[src/hdl/dmx_delta_group_packetizer_assert.svh]
// Assertion macros for the DMX delta group packetizer.
// Needs nothing else; files that check their own logic include it.
// Define NO_ASSERTIONS to compile every use to nothing.
`ifndef DMX_DELTA_GROUP_PACKETIZER_ASSERT_SVH
`define DMX_DELTA_GROUP_PACKETIZER_ASSERT_SVH

`ifndef NO_ASSERTIONS

// Same-cycle implication under asynchronous active-low reset.
`define DGP_ASSERT_IMP(lbl, ck, rn, ante, cons) \
	lbl: assert property (@(posedge ck) disable iff (!rn) (ante) |-> (cons)) \
		else $error("dgp assertion failed");

// Next-cycle implication under asynchronous active-low reset.
`define DGP_ASSERT_NXT(lbl, ck, rn, ante, cons) \
	lbl: assert property (@(posedge ck) disable iff (!rn) (ante) |=> (cons)) \
		else $error("dgp assertion failed");

`else

`define DGP_ASSERT_IMP(lbl, ck, rn, ante, cons)
`define DGP_ASSERT_NXT(lbl, ck, rn, ante, cons)

`endif

`endif

[src/hdl/dgp_pkg.sv]
// Shared types and constants for the DMX delta group packetizer.
// No dependencies; the front, queue, back and top-level files refer to it by scoped names.
`timescale 1ns / 1ps

package dgp_pkg;

	// Default geometry: groups of slots and number of groups
	localparam int unsigned GROUP_BYTES_DEF = 16;
	localparam int unsigned GROUP_COUNT_DEF = 32;

	// Field widths
	localparam int unsigned SLOT_W    = 9;
	localparam int unsigned LEVEL_W   = 8;
	localparam int unsigned TIMEOUT_W = 16;
	localparam int unsigned MS_W      = 17;
	localparam int unsigned SEQ_W     = 8;
	localparam int unsigned GROUP_OUT_W = 8;
	localparam int unsigned POS_OUT_W = 5;

	// Refresh timeout after reset, in milliseconds
	localparam logic [TIMEOUT_W-1:0] TIMEOUT_RST = 16'd1000;

	// Fixed-point shift used for the slot-to-group reciprocal
	localparam int unsigned RECIP_SHIFT = 12;

	// Entries of the packet queue between front and back
	localparam int unsigned QUEUE_DEPTH = 2;

	typedef enum logic {
		OP_DATA = 1'b0,
		OP_TICK = 1'b1
	} op_t;

	typedef struct packed {
		op_t                operation;
		logic [SLOT_W-1:0]  slot_index;
		logic [LEVEL_W-1:0] slot_value;
	} in_item_t;

	typedef struct packed {
		logic [LEVEL_W-1:0]   packet_byte;
		logic [POS_OUT_W-1:0] byte_position;
		logic                 packet_last;
	} out_item_t;

endpackage

[src/hdl/dgp_queue.sv]
// Short packet queue between the front and back ends.
// Uses dgp_pkg for its default depth.
`timescale 1ns / 1ps

module dgp_queue #(
	parameter int unsigned WIDTH = 8,
	parameter int unsigned DEPTH = dgp_pkg::QUEUE_DEPTH
) (
	input  logic             clk,
	input  logic             arst_n,
	input  logic             push_valid,
	output logic             push_ready,
	input  logic [WIDTH-1:0] push_data,
	output logic             pop_valid,
	input  logic             pop_ready,
	output logic [WIDTH-1:0] pop_data
);

	localparam int unsigned PTR_W = (DEPTH > 1) ? $clog2(DEPTH) : 1;
	localparam int unsigned CNT_W = $clog2(DEPTH + 1);
	localparam logic [PTR_W-1:0] PTR_LAST = PTR_W'(DEPTH - 1);

	logic [WIDTH-1:0] entry_q [DEPTH];
	logic [PTR_W-1:0] wr_ptr_q;
	logic [PTR_W-1:0] rd_ptr_q;
	logic [CNT_W-1:0] count_q;
	logic             push_fire;
	logic             pop_fire;

	assign push_ready = count_q != CNT_W'(DEPTH);
	assign pop_valid  = count_q != '0;
	assign pop_data   = entry_q[rd_ptr_q];
	assign push_fire  = push_valid && push_ready;
	assign pop_fire   = pop_valid && pop_ready;

	// Store pushed packets
	always_ff @(posedge clk) begin
		if (push_fire) begin
			entry_q[wr_ptr_q] <= push_data;
		end
	end

	// Advance pointers and fill count
	always_ff @(posedge clk or negedge arst_n) begin
		if (!arst_n) begin
			wr_ptr_q <= '0;
			rd_ptr_q <= '0;
			count_q  <= '0;
		end else begin
			if (push_fire) begin
				wr_ptr_q <= (wr_ptr_q == PTR_LAST) ? '0 : wr_ptr_q + PTR_W'(1);
			end
			if (pop_fire) begin
				rd_ptr_q <= (rd_ptr_q == PTR_LAST) ? '0 : rd_ptr_q + PTR_W'(1);
			end
			if (push_fire && !pop_fire) begin
				count_q <= count_q + CNT_W'(1);
			end else if (pop_fire && !push_fire) begin
				count_q <= count_q - CNT_W'(1);
			end
		end
	end

endmodule

[config.mk]
export PLATFORM = sky130hd
export DESIGN_NAME = dgp_queue
export DESIGN_NICKNAME = d
export VERILOG_FILES = /design/src/hdl/dmx_delta_group_packetizer_assert.svh /design/src/hdl/dgp_pkg.sv /design/src/hdl/dgp_queue.sv
export SDC_FILE = /design/constraint.sdc
export NUM_CORES = 1
export LEC_CHECK = 0
export BUFFER_PORTS_ARGS = -buffer_cell sky130_fd_sc_hd__buf_2
export CAP_MARGIN = 20
export CORE_UTILIZATION = 48
export DETAILED_ROUTE_END_ITERATION = 12
export MAX_ROUTING_LAYER = met4
export PLACE_DENSITY_LB_ADDON = 0.1
export SETUP_SLACK_MARGIN = 0.3
export SYNTH_ARGS = -nofsm -noshare
export SYNTH_HDL_FRONTEND = slang
export SYNTH_SLANG_ARGS = --single-unit
[constraint.sdc]
create_clock -name clk -period 1.5 [get_ports clk]
set_input_delay 0.075 -clock clk [delete_from_list [all_inputs] [get_ports clk]]
set_output_delay 0.075 -clock clk [all_outputs]
set_load 0.05 [all_outputs]
==> metrics.md, run 1 <==
| Metric | Value |
|---|---|
| CP Data Arrival Time | 1.34 ns |
| DRT iter0 DRCs | 9 |
| Power Internal | 1.64 mW |
| Setup violators final | 0 |
| EDFF count, synth | 16 |
| Sw Share | 0.396 |
| Clock buffer depth | 2 |
| RSZ-0062 raised after global routing | true |
| Initial antenna violation count | 0 |
| Global route overflow | 0 |
| Crit path max-delay family | flip-flops |
| Syn Inst Count | 43 |
| Via density | 4.91 |
| Nets | 97 |
| DRC Markers | 0 |
| Setup TNS | 0 ns |
| Worst slew margin | 0.901 |
| Leak | 0.505 nW |
| Post-route ant nets | 0 |
| Cell area power density | 2230 nW/µm² |
| Crit share post-route | 0.941 |
| Pre-CTS WS | 0.110 ns |
| Yosys reg bits | 20 |
| Total GRT Usage | 0.182 |
| Most used DFF post-synth | edfxtp_1 |
| CTS tree | yes |
| Num rows | 14 |
| Sequential share of power | 0.320 |
| Post-DR wirelength/cell | 14.9 µm |
| Number of H-tree levels | 1 |
| NetSw | 1.07 mW |
| Detailed-route via count | 486 |
| Layout cell share with drive strength beyond 1 | 0.602 |
| Total CTS buffers | 3 |
| FF-to-FF setup slack | 0.12 ns |
| Max Cap Violations | 0 |
| Top-count cell post-synth | edfxtp_1 |
| Clock tree sinks | 20 |
| Total Wirelength | 1480 µm |
| Syn nets | 56 |
| Worst EP required | 1.42 ns |
| Synth Warn # | 0 |
| Layout Skew | 0.00355 ns |
| Register area share after synthesis | 0.738 |
| Hold Path Class | primary input to flip-flop |
| Clk_lat worst skew | 0.30 ns |
| Critical Path Source Type | flip-flop |
| Die Width | 42.5 µm |
| Synth Area in Compound Gates | 0 |
| Simple-gate share of the synthesized area | 0.0652 |
| Routability congestion estimate | 0.698 |
| Dpl hpwl | 868 µm |
| First-pass GRT wire length | 2210 µm |
| Critical setup path kind | flip-flop to primary output |
| Synthesized cell area | 787 µm² |
| Clk network pwr share | 0.114 |
| Crit path max fanout | 5 |
| Slowest CP cell | dfrtp_2 |
| Post-synthesis xor/xnor area fraction | 0.0556 |
| Asr flop ratio synth | 0.200 |
| Die Height | 42.5 µm |
| Syn-to-layout area delta | 54.5% |
| Slew @ Worst Pin | 0.147 ns |
| Top cells by area, synth | edfxtp_1 61%, dfrtp_1 13%, mux2_2 11% |
| Die area | 1810 µm² |
| Post-synthesis mux area share | 0.114 |
| Vias in the first global route | 493 |
| Bufs and invs on worst path | 2 |
| Max Clk Rate | 708 MHz |
| Filler cells | 85 |
| Adder-Cell Fraction of Synth Area | 0.0159 |
| Synth top area share | 0.610 |
| Fin worst setup slack | 0.0881 ns |
| CTS root buffer | clkbuf_4 |
| Port bufs | 21 |
| Synth cell count leaders | 16 x edfxtp_1, 8 x mux2_2, 4 x dfrtp_1 |
| Core area | 1520 µm² |
| Pin count of the biggest net entering global routing | 12 |
| N_diodes | 0 |
| Area leader, netlist | edfxtp_1 |
| Max VDD drop | 1.36 mV |
| Starting Density | 0.516 |
| Slew Viols, Final | 0 |
| Max incr delay on CP | 0.43 ns |
| Minimum clock period | 1.41 ns |
| Endpoint class of the critical path | primary output |
| Unique cell type count in the Yosys netlist | 14 |
| Detailed Routing Iterations Pass 1 | 2 |
| Critical-path cell list | buf_6, mux2_4, buf_8 |
| Syn Area/Cell | 18.3 µm² |
| Clock-pin slew on the worst setup and hold paths | 0.11 ns |
| Status | complete, no violations |
| Final hold violations | 0 |
| Comb pwr share | 0.566 |
| Io pins | 22 |
| Largest family of logic cells by synthesized area | multiplexers |
==> worst register-to-register path: stages, from the launching register on <==
cell	delay, ns
dfrtp_2	0.46
or2_4	0.26
nand2_4	0.07
ha_4	0.12
xor2_1	0.14
nor2_1	0.06
xor2_1	0.15
==> cell usage in the layout, fill, tap and decap left out, drive strengths merged <==
cell type	count
and3	1
buf	28
clkbuf	4
dfrtp	4
dlygate4sd3	9
edfxtp	16
ha	1
inv	1
mux2	8
nand2	2
nand2b	1
nor2	2
or2	1
xnor2	3
xor2	2
==> cells by family after synthesis <==
logic type	Yosys count
flip-flops	20
multiplexers	8
AND/OR/NAND/NOR	7
XOR/XNOR	5
buffers and inverters	2
adder cells (fa/ha/maj)	1
==> path summary, 6_finish.rpt <==
path,from,endpoint,depth (start not counted)
setup / recovery,rd_ptr_q$_DFFE_PN0P_,pop_data[4],3
min in group asynchronous,arst_n,count_q[0]$_DFFE_PN0P_,2
hold / removal,push_valid,wr_ptr_q$_DFFE_PN0N_,3
setup reg to reg,count_q[1]$_DFFE_PN0P_,count_q[1]$_DFFE_PN0P_,6
hold reg to reg,count_q[1]$_DFFE_PN0P_,count_q[1]$_DFFE_PN0P_,1
max in group asynchronous,arst_n,count_q[1]$_DFFE_PN0P_,2
==> routing by layer <==
metal / vias up / share of wire / global-route usage
met3: 2 / 0.028 / 0.0517
li1: 235 / - / -
met1: 236 / 0.40 / 0.206
met4: 0 / 0.0095 / 0.0563
met5: - / 0 / -
met2: 13 / 0.56 / 0.311
==> state kept, by name, indices dropped and copies added, names as in the netlist <==
signal	flops
count_q	2
wr_ptr_q	1
entry_q	16
rd_ptr_q	1
==> power groups by stage <==
stage                     clock, mW  sequential (mW)  combinational (mW)
after global routing          0.344            0.881                1.59
after detailed placement          0            0.917                1.06
final                         0.309            0.867                1.53
after floorplan                   0            0.847               0.910
after global placement            0            0.903                1.05
after CTS                     0.315            0.861                1.39
==> area by class of cell <==
class	count	area, µm²	share of cell area
timing repair buffer	37	333	0.274
clock buffer	4	36.3	0.0298
inverter	1	3.75	0.00309
sequential	20	583	0.479
multi-input combinational	21	240	0.198
tap	16	20.0	0.0165
==> through the flow <==
stage | hold slack [ns] | power, mW | instance area (µm²) | std cells | utilization
after floorplan | -0.221 | 1.76 | 815 | 43 | -
after global placement | -0.111 | 1.95 | 942 | 80 | 0.618
after detailed placement | -0.113 | 1.98 | 942 | 80 | 0.618
after CTS | 0.0713 | 2.57 | 1160 | 97 | 0.764
after global routing | 0.0582 | 2.82 | 1220 | 99 | 0.798
final | 0.0720 | 2.71 | 1220 | 99 | 0.798
==> what timing repair did <==
item,4_1_cts,5_1_grt
resized for setup,24,9
endpoints found under the setup margin,20,20
hold buffers,9,0
pin swaps,1,1
endpoints found under the hold margin,20,0
setup buffers,4,2
(Power assumes the default switching activity.)
==> run 2, diff against run 1 <==
--- a/config.mk
+++ b/config.mk
@@ -5,9 +5,10 @@
 export SDC_FILE = /design/constraint.sdc
 export NUM_CORES = 1
 export LEC_CHECK = 0
+export ABC_AREA = 1
 export BUFFER_PORTS_ARGS = -buffer_cell sky130_fd_sc_hd__buf_2
 export CAP_MARGIN = 20
-export CORE_UTILIZATION = 48
+export CORE_UTILIZATION = 44
 export DETAILED_ROUTE_END_ITERATION = 12
 export MAX_ROUTING_LAYER = met4
 export PLACE_DENSITY_LB_ADDON = 0.1
==> constraint.sdc (replaced) <==
create_clock -name clk -period 1.25 [get_ports clk]
set_input_delay 0.0625 -clock clk [delete_from_list [all_inputs] [get_ports clk]]
set_output_delay 0.0625 -clock clk [all_outputs]
set_load 0.05 [all_outputs]
==> run 2 against run 1 <==
  * Combinational power grew 62%
  * Sequential power grew 25%
  * Clock skew shrank 0.00089 ns
  * Largest cell class unchanged
  * Largest power group unchanged
  * Critical endpoint is now pop_data[7]
==> metrics.md, run 2 <==
| Metric | Value |
|---|---|
| Status | complete, no violations |
| Final hold violations | 0 (unchanged) |
| Vias in the first global route | 557 (+13%) |
| Core area | 1750 µm² (+15%) |
| Fin worst setup slack | 0.00720 ns (-0.0809 ns) |
| First-pass GRT wire length | 2260 µm (+2.2%) |
| Sequential share of power | 0.276 (-0.044) |
| Layout cell share with drive strength beyond 1 | 0.617 (+0.0150) |
| Num rows | 15 (+1) |
| N_diodes | 0 (unchanged) |
| Top cells by area, synth | edfxtp_1 58%, nand2_1 14%, dfrtp_1 12% |
| Asr flop ratio synth | 0.200 (unchanged) |
| RSZ-0062 raised after global routing | true |
| Die area | 2060 µm² (+14%) |
| Critical setup path kind | flip-flop to primary output |
| Most used DFF post-synth | edfxtp_1 |
| Setup crit start | rd_ptr_q$_DFFE_PN0P_ |
| Setup violators final | 0 (unchanged) |
| Minimum clock period | 1.24 ns |
| Synth cell count leaders | 30 x nand2_1, 16 x edfxtp_1, 4 x dfrtp_1, 4 x inv_1, 3 x inv_2 |
| Pre-CTS WS | -0.00710 ns (-0.118 ns) |
| Number of H-tree levels | 1 (unchanged) |
| Clk_lat worst skew | 0.29 ns (about the same) |
| Syn nets | 83 (+48%) |
| CP Data Arrival Time | 1.18 ns (-0.16 ns) |
| Most frequent cells in the layout | 16 x edfxtp_1, 13 x nand2_2, 12 x nand2_1 |
| Detailed-route via count | 638 (+31%) |
| CTS tree | yes |
| Filler cells | 90 (+5.9%) |
| HP Start | pop_ready |
| Crit share post-route | 0.994 |
| Synth Warn # | 0 (unchanged) |
| Max reg flops | 16 (unchanged) |
| Clock buffer depth | 2 (unchanged) |
| Initial antenna violation count | 0 (unchanged) |
| Post-DP Area | 1080 µm² (+14%) |
| Worst slew margin | 0.876 (-0.0249) |
| Layout Skew | 0.00267 ns (-0.000888 ns) |
| Leak | 0.628 nW (+24%) |
| Power Internal | 2.18 mW (+33%) |
| Cell area power density | 2720 nW/µm² (+22%) |
| Largest registers | entry_q: 16 flops, count_q: 2 flops |
| Unique cell type count in the Yosys netlist | 14 (unchanged) |
| Top reg by flops | entry_q |
| Area of the multi-input gates | 339 µm² (+41%) |
| Reg-to-Reg Start | count_q[0]$_DFFE_PN0P_ |
| Total Wirelength | 1740 µm (+18%) |
| EDFF count, synth | 16 (unchanged) |
| Slew Viols, Final | 0 (unchanged) |
| Total GRT Usage | 0.166 (-0.0160) |
| Die Width | 45.4 µm (+6.7%) |
| Synth top area share | 0.581 (-0.0296) |
| Register Area | 583 µm² (unchanged) |
| Syn-to-layout area delta | 74.6% |
| Syn Inst Count | 70 (+63%) |
| Dpl hpwl | 993 µm (+14%) |
| Final design instance area without fill | 1440 µm² (+19%) |
| Total Power | 3.92 mW (+45%) |
| Max Clk Rate | 805 MHz |
| Slew @ Worst Pin | 0.185 ns (+0.0382 ns) |
| Io pins | 22 (unchanged) |
| Max Cap Violations | 0 (unchanged) |
| CTS root buffer | clkbuf_4 |
| Clk network pwr share | 0.092 (-0.022) |
| Most common cell after layout, fill and taps aside | edfxtp_1 |
| Comb pwr share | 0.632 (+0.066) |
| Die Height | 45.4 µm (+6.7%) |
| Clock-pin slew on the worst setup and hold paths | 0.11 ns (about the same) |
| Yosys reg bits | 20 (unchanged) |
| Post-route ant nets | 0 (unchanged) |
| Starting Density | 0.474 (-0.0426) |
| Critical Path Source Type | flip-flop |
| Max VDD drop | 1.80 mV (+33%) |
| Global route overflow | 0 (unchanged) |
| Clock tree sinks | 20 (unchanged) |
| Via density | 4.56 (-7.2%) |
| Sw Share | 0.443 (+0.0472) |
| Nets | 129 (+33%) |
| Total CTS buffers | 3 (unchanged) |
| Endpoint class of the critical path | primary output |
| Top-count cell post-synth | nand2_1 |
| Port bufs | 21 (unchanged) |
| Syn Area/Cell | 11.8 µm² (-35%) |
| Register area share after synthesis | 0.702 (-0.0357) |
| Area leader, netlist | edfxtp_1 |
| Post-DR wirelength/cell | 12.4 µm (-17%) |
| Detailed Routing Iterations Pass 1 | 3 (+1) |
| Worst EP required | 1.19 ns (-0.23 ns) |
| Synthesized cell area | 827 µm² (+5.1%) |
| Crit path max fanout | 5 (unchanged) |
| Hold Path Class | primary input to flip-flop |
| DRC Markers | 0 (unchanged) |
| NetSw | 1.74 mW (+62%) |
| Pin count of the biggest net entering global routing | 12 (unchanged) |
| DRT iter0 DRCs | 10 (+1) |
| Routability congestion estimate | 0.747 (+7.0%) |
[run 2: cells by family (layout without fill, tap and decap cells)]
| family | after synthesis | in the layout | synth area share |
|---|---|---|---|
| xor gates and xnor gates | 2 | 2 | 0.0303 |
| buffers and inverters | 8 | 53 | 0.0454 |
| adders and majority gates | 1 | 1 | 0.0151 |
| DFF | 20 | 20 | 0.702 |
| and+or+nand+nor | 39 | 39 | 0.207 |
[run 2: area by class of cell]
cell class,instances,area share
flip-flops and latches,20,0.404
repair buffers,42,0.289
multi-input cells,42,0.235
clock buffers,4,0.0251
inverters,7,0.0251
well taps,25,0.0217
[run 2: worst paths after layout]
check / end / slack [ns] / depth (start not counted)
worst max-delay path: pop_data[7] / 0.007 / 4
worst min-delay path: rd_ptr_q$_DFFE_PN0P_ / 0.05 / 3
worst max register to register: count_q[1]$_DFFE_PN0P_ / 0.007 / 9
worst min register to register: count_q[1]$_DFFE_PN0P_ / 0.60 / 2
max in group asynchronous: rd_ptr_q$_DFFE_PN0P_ / 0.97 / 2
min in group asynchronous: count_q[1]$_DFFE_PN0P_ / 0.13 / 2
[run 2: routing by layer]
metal,global-route usage,share of wire
met5,-,0
met4,0.0727,0.0023
met3,0.0240,0.020
met2,0.275,0.56
met1,0.200,0.42
[run 2: power groups by stage]
stage / Combinational [mW] / Clock, mW / Sequential (mW)
detailed placement: 1.74 / 0 / 1.04
finish: 2.48 / 0.361 / 1.08
CTS: 2.06 / 0.373 / 1.02
global placement: 1.72 / 0 / 1.04
global route: 2.62 / 0.395 / 1.10
floorplan: 1.32 / 0 / 1.03
[run 2: metrics by stage]
stage	util	hold slack (ns)	TNS, ns	instances
2_1_floorplan	-	-0.233	-0.315	70
3_3_place_gp	0.618	-0.120	0	120
3_5_place_dp	0.618	-0.121	-0.00710	120
4_1_cts	0.738	0.0440	-0.000210	136
5_1_grt	0.827	0.0523	-0.289	140
6_report	0.827	0.0546	0	140
[run 2: timing repair]
action,in CTS,in global routing
endpoints found under the hold margin,20,0
hold buffers,9,0
pin swaps,2,8
resized for setup,19,38
setup buffers,3,3
cloned,0,1
setup endpoints to repair,28,29
[run 2: critical path, stage by stage, from the launching register on]
cell	delay (ns)
dfrtp_2	0.46
buf_6	0.16
nand2_2	0.07
nand2_2	0.06
buf_8	0.14
